<file path="config.mk">
export PLATFORM = sky130hd
export DESIGN_NAME = gtpv1_header_parser_unit
export DESIGN_NICKNAME = d
export VERILOG_FILES = /design/src/hw/rtl/gtph_pkg.sv /design/src/hw/rtl/gtph_hdr_track.sv /design/src/hw/rtl/gtph_verdict.sv /design/src/hw/rtl/gtpv1_header_parser_unit.sv
export SDC_FILE = /design/constraint.sdc
export NUM_CORES = 1
export LEC_CHECK = 0
export BUFFER_PORTS_ARGS = -buffer_cell sky130_fd_sc_hd__buf_2
export CAP_MARGIN = 30
export CORE_MARGIN = 2
export CORE_UTILIZATION = 50
export CTS_CLUSTER_DIAMETER = 40
export DETAILED_ROUTE_END_ITERATION = 8
export PLACE_DENSITY = 0.69
export SLEW_MARGIN = 25
export SYNTH_ARGS = -nofsm -noshare
export SYNTH_HDL_FRONTEND = slang
export SYNTH_SLANG_ARGS = --single-unit
</file>
<file path="constraint.sdc">
create_clock -name clk_i -period 8.45 [get_ports clk_i]
set_input_delay 2.535 -clock clk_i [delete_from_list [all_inputs] [get_ports clk_i]]
set_output_delay 2.535 -clock clk_i [all_outputs]
set_load 0.01 [all_outputs]
</file>
<file path="src/hw/rtl/gtph_pkg.sv">
// ----------------------------------------------------------------------------
// GTPv1 header parser package
// Request types, verdict codes and header layout constants shared by the
// parser modules.
// ----------------------------------------------------------------------------
package gtph_pkg;

  // Header layout
  localparam int unsigned DEFAULT_MAX_PACKET_LEN = 65535;
  localparam int unsigned CNT_W          = 16;
  localparam int unsigned MIN_LEN_W      = 5;
  localparam logic [4:0]  MIN_LEN_RESET  = 5'd8;
  localparam logic [15:0] HDR_BASE_LEN   = 16'd8;   // mandatory header
  localparam logic [15:0] HDR_OPT_LEN    = 16'd12;  // with seq/N-PDU/next-type
  localparam logic [15:0] POS_FLAGS      = 16'd0;
  localparam logic [15:0] POS_MSG_TYPE   = 16'd1;
  localparam logic [15:0] POS_TEID_FIRST = 16'd4;
  localparam logic [15:0] POS_TEID_LAST  = 16'd7;
  localparam logic [15:0] POS_NEXT_TYPE  = 16'd11;
  localparam logic [2:0]  GTP_VERSION    = 3'd1;

  // Verdict codes
  typedef enum logic [2:0] {
    STATUS_ACCEPTED  = 3'd0,
    STATUS_TOO_SHORT = 3'd1,
    STATUS_BAD_VER   = 3'd2,
    STATUS_NO_OPT    = 3'd3,
    STATUS_BAD_EXT   = 3'd4
  } status_e;

  // One packet byte
  typedef struct packed {
    logic [7:0] data_byte;
    logic       last_byte;
  } in_req_t;

  // One verdict
  typedef struct packed {
    status_e     status;
    logic [31:0] tunnel_endpoint_id;
    logic [7:0]  message_type;
    logic [15:0] payload_offset;
    logic [15:0] payload_length;
  } out_req_t;

  // Header tracking state after taking the current byte
  typedef struct packed {
    logic [15:0] byte_count;
    logic [7:0]  flag_byte;
    logic [7:0]  type_byte;
    logic [31:0] teid;
    logic [7:0]  next_ext_type;
    logic [15:0] header_end;
    logic        chain_error;
  } hdr_state_t;

endpackage

</file>
<file path="src/hw/rtl/gtph_hdr_track.sv">
// ----------------------------------------------------------------------------
// GTPv1 header tracker
// Captures the fixed header fields byte by byte and follows the chain of
// extension headers. Shows the state including the current byte.
// ----------------------------------------------------------------------------
module gtph_hdr_track
  import gtph_pkg::*;
#(
  parameter int unsigned MAX_PACKET_LEN = DEFAULT_MAX_PACKET_LEN
) (
  input  logic       clk_i,
  input  logic       rst_ni,
  input  logic       byte_en_i,
  input  in_req_t    byte_i,
  output hdr_state_t state_o
);

  localparam logic [CNT_W:0] MaxLenExt = (CNT_W + 1)'(MAX_PACKET_LEN);

  logic [15:0] cnt_q, cnt_d;
  logic [7:0]  flag_q, flag_d;
  logic [7:0]  type_q, type_d;
  logic [31:0] teid_q, teid_d;
  logic [7:0]  next_q, next_d;
  logic [15:0] eend_q, eend_d;
  logic [15:0] hend_q, hend_d;
  logic        cerr_q, cerr_d;

  logic        take;
  logic [7:0]  b;
  logic [16:0] ext_sum;

  assign b       = byte_i.data_byte;
  assign take    = ({1'b0, cnt_q} < MaxLenExt);
  assign ext_sum = {1'b0, hend_q} + {7'b0, b, 2'b00};

  // Next state for the current byte
  always_comb begin
    cnt_d  = cnt_q;
    flag_d = flag_q;
    type_d = type_q;
    teid_d = teid_q;
    next_d = next_q;
    eend_d = eend_q;
    hend_d = hend_q;
    cerr_d = cerr_q;
    if (take) begin
      cnt_d = cnt_q + 16'd1;
      // fixed header fields
      if (cnt_q == POS_FLAGS) begin
        flag_d = b;
        if (b[2:0] != 3'b000) begin
          hend_d = HDR_OPT_LEN;
        end
      end else if (cnt_q == POS_MSG_TYPE) begin
        type_d = b;
      end else if (cnt_q >= POS_TEID_FIRST && cnt_q <= POS_TEID_LAST) begin
        teid_d = {teid_q[23:0], b};
      end
      // extension chain, only with E set and no error so far
      if (flag_d[2] && !cerr_q) begin
        if (cnt_q == POS_NEXT_TYPE) begin
          next_d = b;
        end else if (next_q != 8'd0 && cnt_q == hend_q) begin
          // length byte of an extension, in 4-byte units
          if (b == 8'd0) begin
            cerr_d = 1'b1;
          end else if (ext_sum > MaxLenExt) begin
            cerr_d = 1'b1;
          end else begin
            hend_d = ext_sum[15:0];
            eend_d = ext_sum[15:0];
            next_d = 8'd0;
          end
        end else if (eend_q != 16'd0 && ({1'b0, cnt_q} + 17'd1) == {1'b0, eend_q}) begin
          // last byte of an extension carries the next type
          next_d = b;
          eend_d = 16'd0;
        end
      end
    end
  end

  // State registers, cleared after the final byte of a packet
  always_ff @(posedge clk_i or negedge rst_ni) begin
    if (!rst_ni) begin
      cnt_q  <= '0;
      flag_q <= '0;
      type_q <= '0;
      teid_q <= '0;
      next_q <= '0;
      eend_q <= '0;
      hend_q <= HDR_BASE_LEN;
      cerr_q <= 1'b0;
    end else if (byte_en_i) begin
      if (byte_i.last_byte) begin
        cnt_q  <= '0;
        flag_q <= '0;
        type_q <= '0;
        teid_q <= '0;
        next_q <= '0;
        eend_q <= '0;
        hend_q <= HDR_BASE_LEN;
        cerr_q <= 1'b0;
      end else begin
        cnt_q  <= cnt_d;
        flag_q <= flag_d;
        type_q <= type_d;
        teid_q <= teid_d;
        next_q <= next_d;
        eend_q <= eend_d;
        hend_q <= hend_d;
        cerr_q <= cerr_d;
      end
    end
  end

  assign state_o.byte_count    = cnt_d;
  assign state_o.flag_byte     = flag_d;
  assign state_o.type_byte     = type_d;
  assign state_o.teid          = teid_d;
  assign state_o.next_ext_type = next_d;
  assign state_o.header_end    = hend_d;
  assign state_o.chain_error   = cerr_d;

endmodule

</file>
<file path="src/hw/rtl/gtph_verdict.sv">
// ----------------------------------------------------------------------------
// GTPv1 verdict stage
// Turns the header state at the final byte into a verdict and holds it in
// the result register until the downstream side takes it.
// ----------------------------------------------------------------------------
module gtph_verdict
  import gtph_pkg::*;
(
  input  logic           clk_i,
  input  logic           rst_ni,
  input  logic           fire_i,
  input  hdr_state_t     state_i,
  input  logic [4:0]     min_len_i,
  output logic           free_o,
  output logic           out_valid_o,
  input  logic           out_stall_i,
  output out_req_t       out_req_o
);

  logic     valid_q;
  out_req_t res_q, res_d;
  logic     ext;
  logic     hend_over;
  logic     ext_bad;

  assign ext       = state_i.flag_byte[2];
  assign hend_over = state_i.header_end > state_i.byte_count;
  assign ext_bad   = ext && (state_i.chain_error || state_i.next_ext_type != 8'd0 || hend_over);

  // Check order: length, version, flags, extension chain, header length
  always_comb begin
    res_d.tunnel_endpoint_id = state_i.teid;
    res_d.message_type       = state_i.type_byte;
    res_d.payload_offset     = 16'd0;
    res_d.payload_length     = 16'd0;
    if (state_i.byte_count < {11'd0, min_len_i}) begin
      res_d.status = STATUS_TOO_SHORT;
    end else if (state_i.flag_byte[7:5] != GTP_VERSION) begin
      res_d.status = STATUS_BAD_VER;
    end else if (state_i.flag_byte[2:0] == 3'b000) begin
      res_d.status = STATUS_NO_OPT;
    end else if (ext_bad) begin
      res_d.status = STATUS_BAD_EXT;
    end else if (hend_over) begin
      res_d.status = STATUS_TOO_SHORT;
    end else begin
      res_d.status         = STATUS_ACCEPTED;
      res_d.payload_offset = state_i.header_end;
      res_d.payload_length = state_i.byte_count - state_i.header_end;
    end
  end

  // Result register
  always_ff @(posedge clk_i or negedge rst_ni) begin
    if (!rst_ni) begin
      valid_q <= 1'b0;
    end else if (fire_i) begin
      valid_q <= 1'b1;
    end else if (!out_stall_i) begin
      valid_q <= 1'b0;
    end
  end

  always_ff @(posedge clk_i) begin
    if (fire_i) begin
      res_q <= res_d;
    end
  end

  assign free_o      = !valid_q || !out_stall_i;
  assign out_valid_o = valid_q;
  assign out_req_o   = res_q;

endmodule

</file>
<file path="src/hw/rtl/gtpv1_header_parser_unit.sv">
// ----------------------------------------------------------------------------
// GTPv1 header parser unit
// Parses a GTPv1 packet streamed one byte per request and gives one verdict
// with TEID, message type, payload offset and payload length per packet.
// ----------------------------------------------------------------------------
// A packet enters one byte per request, the final byte marked by last_byte,
// and the unit takes one byte every cycle unless a final byte waits as told
// below. Each byte is held in the input register and, as it moves on,
// updates the header state (field capture and extension chain); the final
// byte writes the verdict into the result register at that same edge, which
// drives out_valid_o. Only a final byte waits in the input register, and
// only while an earlier verdict is still held by out_stall_i; other bytes
// keep flowing. min_header_len is to be written through cfg_we_i/cfg_wdata_i
// only while no packet is in flight; the unit does not enforce this.
module gtpv1_header_parser_unit
  import gtph_pkg::*;
#(
  parameter int unsigned MAX_PACKET_LEN = DEFAULT_MAX_PACKET_LEN
) (
  input  logic                 clk_i,
  input  logic                 rst_ni,
  input  logic                 cfg_we_i,
  input  logic [MIN_LEN_W-1:0] cfg_wdata_i,
  input  logic                 in_valid_i,
  output logic                 in_stall_o,
  input  in_req_t              in_req_i,
  output logic                 out_valid_o,
  input  logic                 out_stall_i,
  output out_req_t             out_req_o
);

  logic [MIN_LEN_W-1:0] min_len_q;
  logic                 s1_valid_q;
  in_req_t              s1_req_q;
  logic                 s1_adv;
  logic                 in_take;
  logic                 byte_en;
  logic                 out_free;
  hdr_state_t           hdr_state;

  // Configuration register
  always_ff @(posedge clk_i or negedge rst_ni) begin
    if (!rst_ni) begin
      min_len_q <= MIN_LEN_RESET;
    end else if (cfg_we_i) begin
      min_len_q <= cfg_wdata_i;
    end
  end

  // Input register; a final byte moves on only when the result slot frees
  assign s1_adv     = !s1_req_q.last_byte || out_free;
  assign in_stall_o = s1_valid_q && !s1_adv;
  assign in_take    = in_valid_i && !in_stall_o;
  assign byte_en    = s1_valid_q && s1_adv;

  always_ff @(posedge clk_i or negedge rst_ni) begin
    if (!rst_ni) begin
      s1_valid_q <= 1'b0;
    end else if (in_take) begin
      s1_valid_q <= 1'b1;
    end else if (s1_adv) begin
      s1_valid_q <= 1'b0;
    end
  end

  always_ff @(posedge clk_i) begin
    if (in_take) begin
      s1_req_q <= in_req_i;
    end
  end

  // Header state
  gtph_hdr_track #(
    .MAX_PACKET_LEN(MAX_PACKET_LEN)
  ) u_track (
    .clk_i    (clk_i),
    .rst_ni   (rst_ni),
    .byte_en_i(byte_en),
    .byte_i   (s1_req_q),
    .state_o  (hdr_state)
  );

  // Verdict and result register
  gtph_verdict u_verdict (
    .clk_i      (clk_i),
    .rst_ni     (rst_ni),
    .fire_i     (byte_en && s1_req_q.last_byte),
    .state_i    (hdr_state),
    .min_len_i  (min_len_q),
    .free_o     (out_free),
    .out_valid_o(out_valid_o),
    .out_stall_i(out_stall_i),
    .out_req_o  (out_req_o)
  );

endmodule

</file>
# After elaboration in Yosys (flattened, before gate mapping)

Cells that the tools add are included.

Register bits: 194
Bits of input ports: 19
Output and inout port bits: 77

Muxes and demuxes: 55
Equality and inequality tests: 9
Magnitude comparators: 6
Add/subtract/negate cells: 4
Reduce and logical (&&, ||, !) cells: 33

Operators with widths:

| operator                                                                             | number |
|---|---|
| 16-bit 2-to-1 mux                                                                    | 19 |
| 32-bit 2-to-1 mux                                                                    | 5 |
| 8-bit 2-to-1 mux                                                                     | 16 |
| 16-bit by 1-bit adder with 17-bit output, second input constant                      | 1 |
| 16-bit by 10-bit adder with 17-bit output                                            | 1 |
| 17-bit by 16-bit equality test with 1-bit output                                     | 1 |
| 17-bit by 16-bit greater-than comparator with 1-bit output, second input constant    | 1 |
| 16-bit by 1-bit adder with 16-bit output, second input constant                      | 1 |
| 16-bit by 1-bit equality test with 1-bit output, second input constant               | 1 |
| 16-bit equality test                                                                 | 1 |
| 16-bit by 4-bit equality test with 1-bit output, second input constant               | 1 |
| 16-bit by 3-bit greater-or-equal comparator with 1-bit output, second input constant | 1 |
| 16-bit greater-than comparator                                                       | 1 |
| 16-bit by 3-bit <= comparator with 1-bit output, second input constant               | 1 |
| 16-bit zero test                                                                     | 1 |
| 16-bit < comparator, second input constant                                           | 1 |
| 16-bit by 5-bit < comparator with 1-bit output                                       | 1 |
| 16-bit nonzero test                                                                  | 1 |
| 8-bit nonzero test                                                                   | 2 |
| 16-bit subtractor                                                                    | 1 |
| 1-bit 2-to-1 mux                                                                     | 12 |
| 1-bit logical AND                                                                    | 9 |
| 8-bit zero test                                                                      | 1 |
| 7-bit AND reduction                                                                  | 1 |
| other kinds (13)                                                                     | 26 |

# Longest topological paths before layout

Depth after elaboration: 15
Mapped depth: 24
Gate-level depth less buffers: 22

# Hierarchy

From an unflattened synthesis, not the netlist that was laid out.

Cell total of the unflattened synthesis: 962
Area total of the unflattened synthesis: 10621.4 sq um

Modules (own cells, without submodules):

| module                   | area an instance (sq um) | seq. area each (sq um) | times used | cells each |
|---|---|---|---|---|
| gtph_hdr_track           | 6560.0                   | 2628.8                 | 1          | 671 |
| gtph_verdict             | 3540.9                   | 2277.2                 | 1          | 263 |
| gtpv1_header_parser_unit | 520.5                    | 421.7                  | 1          | 28 |

# Worst setup path before layout

Ideal clock, no wire load.

Path type: register to register
Start: register s1_req_q[1] in the netlist's numbering
End: register u_verdict.res_q, in the netlist u_verdict.out_req_o[11], data pin
Period minus slack after synthesis: 5.696 ns
Setup slack: 2.754 ns
Cell stages (with the launch flop): 24
Setup time: 0.257 ns
Data arrival time: 5.440 ns
Cell sequence: edfxtp_1 -> ha_1 -> fa_1 -> a211oi_1 -> o21ai_0 -> a31oi_1 -> o32a_1 -> nand2_1 -> nor4_2 -> o21ai_0 -> clkbuf_1 -> a2bb2oi_1 -> ha_1 -> nand2_1 -> or4b_2 -> o21ai_0 -> a31oi_1 -> a31oi_1 -> nor2_1 -> nand2_1 -> o21ai_1 -> a31oi_2 -> buf_2 -> nor2_1

Word-level cells in the longest chain between the ends: 13
Elaborated cells on any way between the ends: 36
Those cells by class: 2 x add/sub; 2 x order compare; 24 x mux; 8 x reduce/logical

RTL lines:

| what                                                                               | line                           | RTL |
|---|---|---|
| start: declaration                                                                 | gtpv1_header_parser_unit.sv:34 | `in_req_t s1_req_q;` |
| start signal: assignment                                                           | gtpv1_header_parser_unit.sv:68 | `s1_req_q <= in_req_i;` |
| branches (longest 13 deep; another with 16-bit by 10-bit adder with 17-bit output) | -                              |  |
| end signal: assignment                                                             | gtph_verdict.sv:66             | `res_q <= res_d;` |
| end: declaration                                                                   | gtph_verdict.sv:21             | `out_req_t res_q, res_d;` |

Several ways; the timed one is not identified. The select of a mux whose other input is x is not followed.
A chain may end at the register's enable or synchronous reset.

# Worst setup path in the final report

Start: register s1_req_q[1] in the netlist's numbering
End: register u_verdict.res_q, in the netlist u_verdict.out_req_o[3], data pin

Same word-level chain as after synthesis.

==> metrics <==
clk_lat worst skew=between 400 and 500 ps; Final setup violation count=0; Resized cells post-CTS=0; CTS tree=yes; Die Wd=148 µm; Vias/cell=between 6 and 7; placed cells=between 1,000 and 1,500; Post-Place Setup Slack=1770 ps; skew final=8.72 ps; CTS HTree Levels=4; Rel. slew slack=between 30 and 40%; vias in the first global route=7,511; r2r worst-path depth=22; data required time of the worst path=approximately 8600 ps; Netlist cell types=79; largest net degree at the start of global routing=68; Post-Syn Area=roughly 10,000 µm²; clock slew at reported path FFs=80 ps; Seq/Total Area, Yosys=50.7%; worst r2r src=s1_req_q[1]; worst-margin pin slew=a little under 1000 ps; detailed-route wire length per cell=between 20 and 25 µm; Final Power=2.28 mW; Max Fanout on Critical Path=32; Core Util, Final=approximately 58%; asr flop ratio synth=56.7%; # IOs=96; final WL=~28 mm; FMAX=about 150 MHz; clock buffer depth=2; Synth warnings=0; RSZ-0062 raised after global routing=no; Min Hold Slack=~500 ps; critical path arrival=about 7000 ps; fin nets=roughly 1,100; Worst Path Class, Setup=reg -> reg; Die Footprint=about 22,000 µm²; setup slack, reg-to-reg=around 1600 ps; clk root buf=clkbuf_16; EDFF count, synth=84; crit path setup slack, layout=1590 ps; worst hold path type=reg -> reg; setup_tns=0 ps; Post-Syn Nets=about 1,000; Critical Path Start Type=flop; minimum clock period=about 7000 ps; period utilization=81.2%; Pwr per Cell Area=just under 200 nW/µm²; post-DP HPWL=about 20 mm; DRC=0; final hold violations=0; Seq cells post-synth=~190; Buffers on Ports=95; fill cell count=1,754; Main synth FF type=dfrtp_1; setup bufs post-CTS=0; antenna violations before repair=1; core footprint=20,300 µm²; layout cell share with drive strength beyond 1=between 15 and 20%; run status=finished clean; 1st-iter DRT viols=795; vias post-DR=between 8,000 and 9,000; Finished Layout Cells=1,323; Rows=52; Hold Crit Start=u_track.flag_q[1]; clock sinks=194; max-slew violations=0; Max-cap violations=0; Die H=~150 µm; Critical R2R Capture=u_verdict.out_req_o[3]; leakage=between 5 and 6 nW; Post-Synthesis Cells=between 900 and 1,000; GP Congestion=roughly 1; Area Overhead vs Synth=12.9%; post-route ant nets=0; Initial Util=between 50% and 60%; Total Routing Usage GR=approximately a quarter; crit end category=flop; post-route cell area=about 12,000 µm²; peak supply drop=~0.13 mV; grt total ovfl=0; CTS Hold Bufs=0; Placed Area=about 11,000 µm²; TritonRoute pass-1 iters=5; Endpoint, Worst Hold=u_track.flag_q[1]; first-pass GRT wire length=roughly 43 mm; syn_area_per_cell=10.8 µm²; Hold Path Stages=1; CTS buffer count=17
[synth_stat cells, drive strengths merged (20+ instances only)]
cell type / n / share of area, %
edfxtp: 84 / 24
a21oi: 33 / 1.6
nand2: 88 / 3.2
mux2: 42 / 4.5
o21ai: 73 / 3.5
inv: 26 / 0.94
dfrtp: 108 / 26
nand4: 20 / 1.4
nor3: 31 / 1.5
clkbuf: 37 / 1.3
xnor2: 50 / 4.2
nor2: 69 / 2.5
a22o: 63 / 5.3
ha: 31 / 3.7
[placed cells by master (no fill, tap or decap), types with 31 or more instances in the layout]
| master | netlist | routed |
|---|---|---|
| a21oi_1 | 33 | 33 |
| xnor2_1 | 50 | 50 |
| edfxtp_1 | 84 | 84 |
| dfrtp_1 | 108 | 108 |
| nor2_1 | 68 | 67 |
| o21ai_0 | 69 | 69 |
| nand2_1 | 88 | 87 |
| a22o_1 | 63 | 63 |
| buf_2 | 11 | 94 |
| mux2_2 | 42 | 42 |
| ha_1 | 31 | 31 |
[critical path, cell delays in order (launching register included)]
cell and delay [ps]:
edfxtp_1 490, ha_1 270, fa_1 420, a211oi_1 390
o21ai_0 170, a31oi_1 460, o32a_1 260, nand2_1 130
nor4_2 530, o21ai_0 220, a2bb2oi_1 310, ha_1 340
nand2_1 100, or4b_2 580, o21ai_0 460, a31oi_1 210
a31oi_1 380, nor2_1 100, nand2_1 70, o21ai_1 90
a31oi_2 130, buf_4 350, nor3_1 110
[area by class of cell]
cell class | count | area [µm²] | share of cell area [%]
Timing Repair Buffer | 106 | 581 | 4.94
Inverter | 26 | 97.6 | 0.831
Tap cell | 270 | 338 | 2.88
Sequential cell | 194 | 5280 | 44.9
Clock inverter | 15 | 215 | 1.83
Clock buffer | 17 | 425 | 3.62
Multi-Input combinational cell | 694 | 4810 | 41.0
Antenna cell | 1 | 2.50 | 0.0213
[sequential cells by signal, indices dropped and copies added (netlist names)]
signal and count:
min_len_q 5, s1_req_q 9, s1_valid_q 1, u_track.cerr_q 1, u_track.cnt_q 16, u_track.eend_q 16, u_track.flag_q 6, u_track.hend_q 16
u_track.next_q 8, u_track.teid_q 32, u_track.type_q 8, u_verdict.out_req_o 75, u_verdict.out_valid_o 1
[power by group]
part	leakage (nW)	internal, mW	total [mW]	switching, mW
sequential	2.32	1.03	1.08	0.0406
combinational	2.40	0.129	0.341	0.212
clock	0.309	0.419	0.868	0.449
[logic make-up after synthesis]
logic type	share of synthesized area [%]
and+or+nand+nor	14.8
DFF	50.7
buffers and inverters	3.20
xor gates and xnor gates	5.86
muxes	5.06
AOI/OAI and AO/OA	16.3
adders and majority gates	4.11
[worst max-delay path by stage]
stage,startpoint,to,slack [ps],cells after the start
after global routing,s1_req_q[1],u_verdict.out_req_o[3],1150,22
after global placement,s1_req_q[1],u_verdict.out_req_o[3],1940,22
after floorplan,s1_req_q[1],u_verdict.out_req_o[11],2750,23
after CTS,s1_req_q[1],u_verdict.out_req_o[3],1670,22
final,s1_req_q[1],u_verdict.out_req_o[3],1590,22
after detailed placement,s1_req_q[1],u_verdict.out_req_o[3],1770,22
[layer usage]
metal  part of all wire [%]  GRT usage (%)
met1                     46           38.2
met5                      0              0
met3                    6.3           5.21
met4                    3.0           9.38
met2                     45           37.4
(Power assumes the default switching activity.)
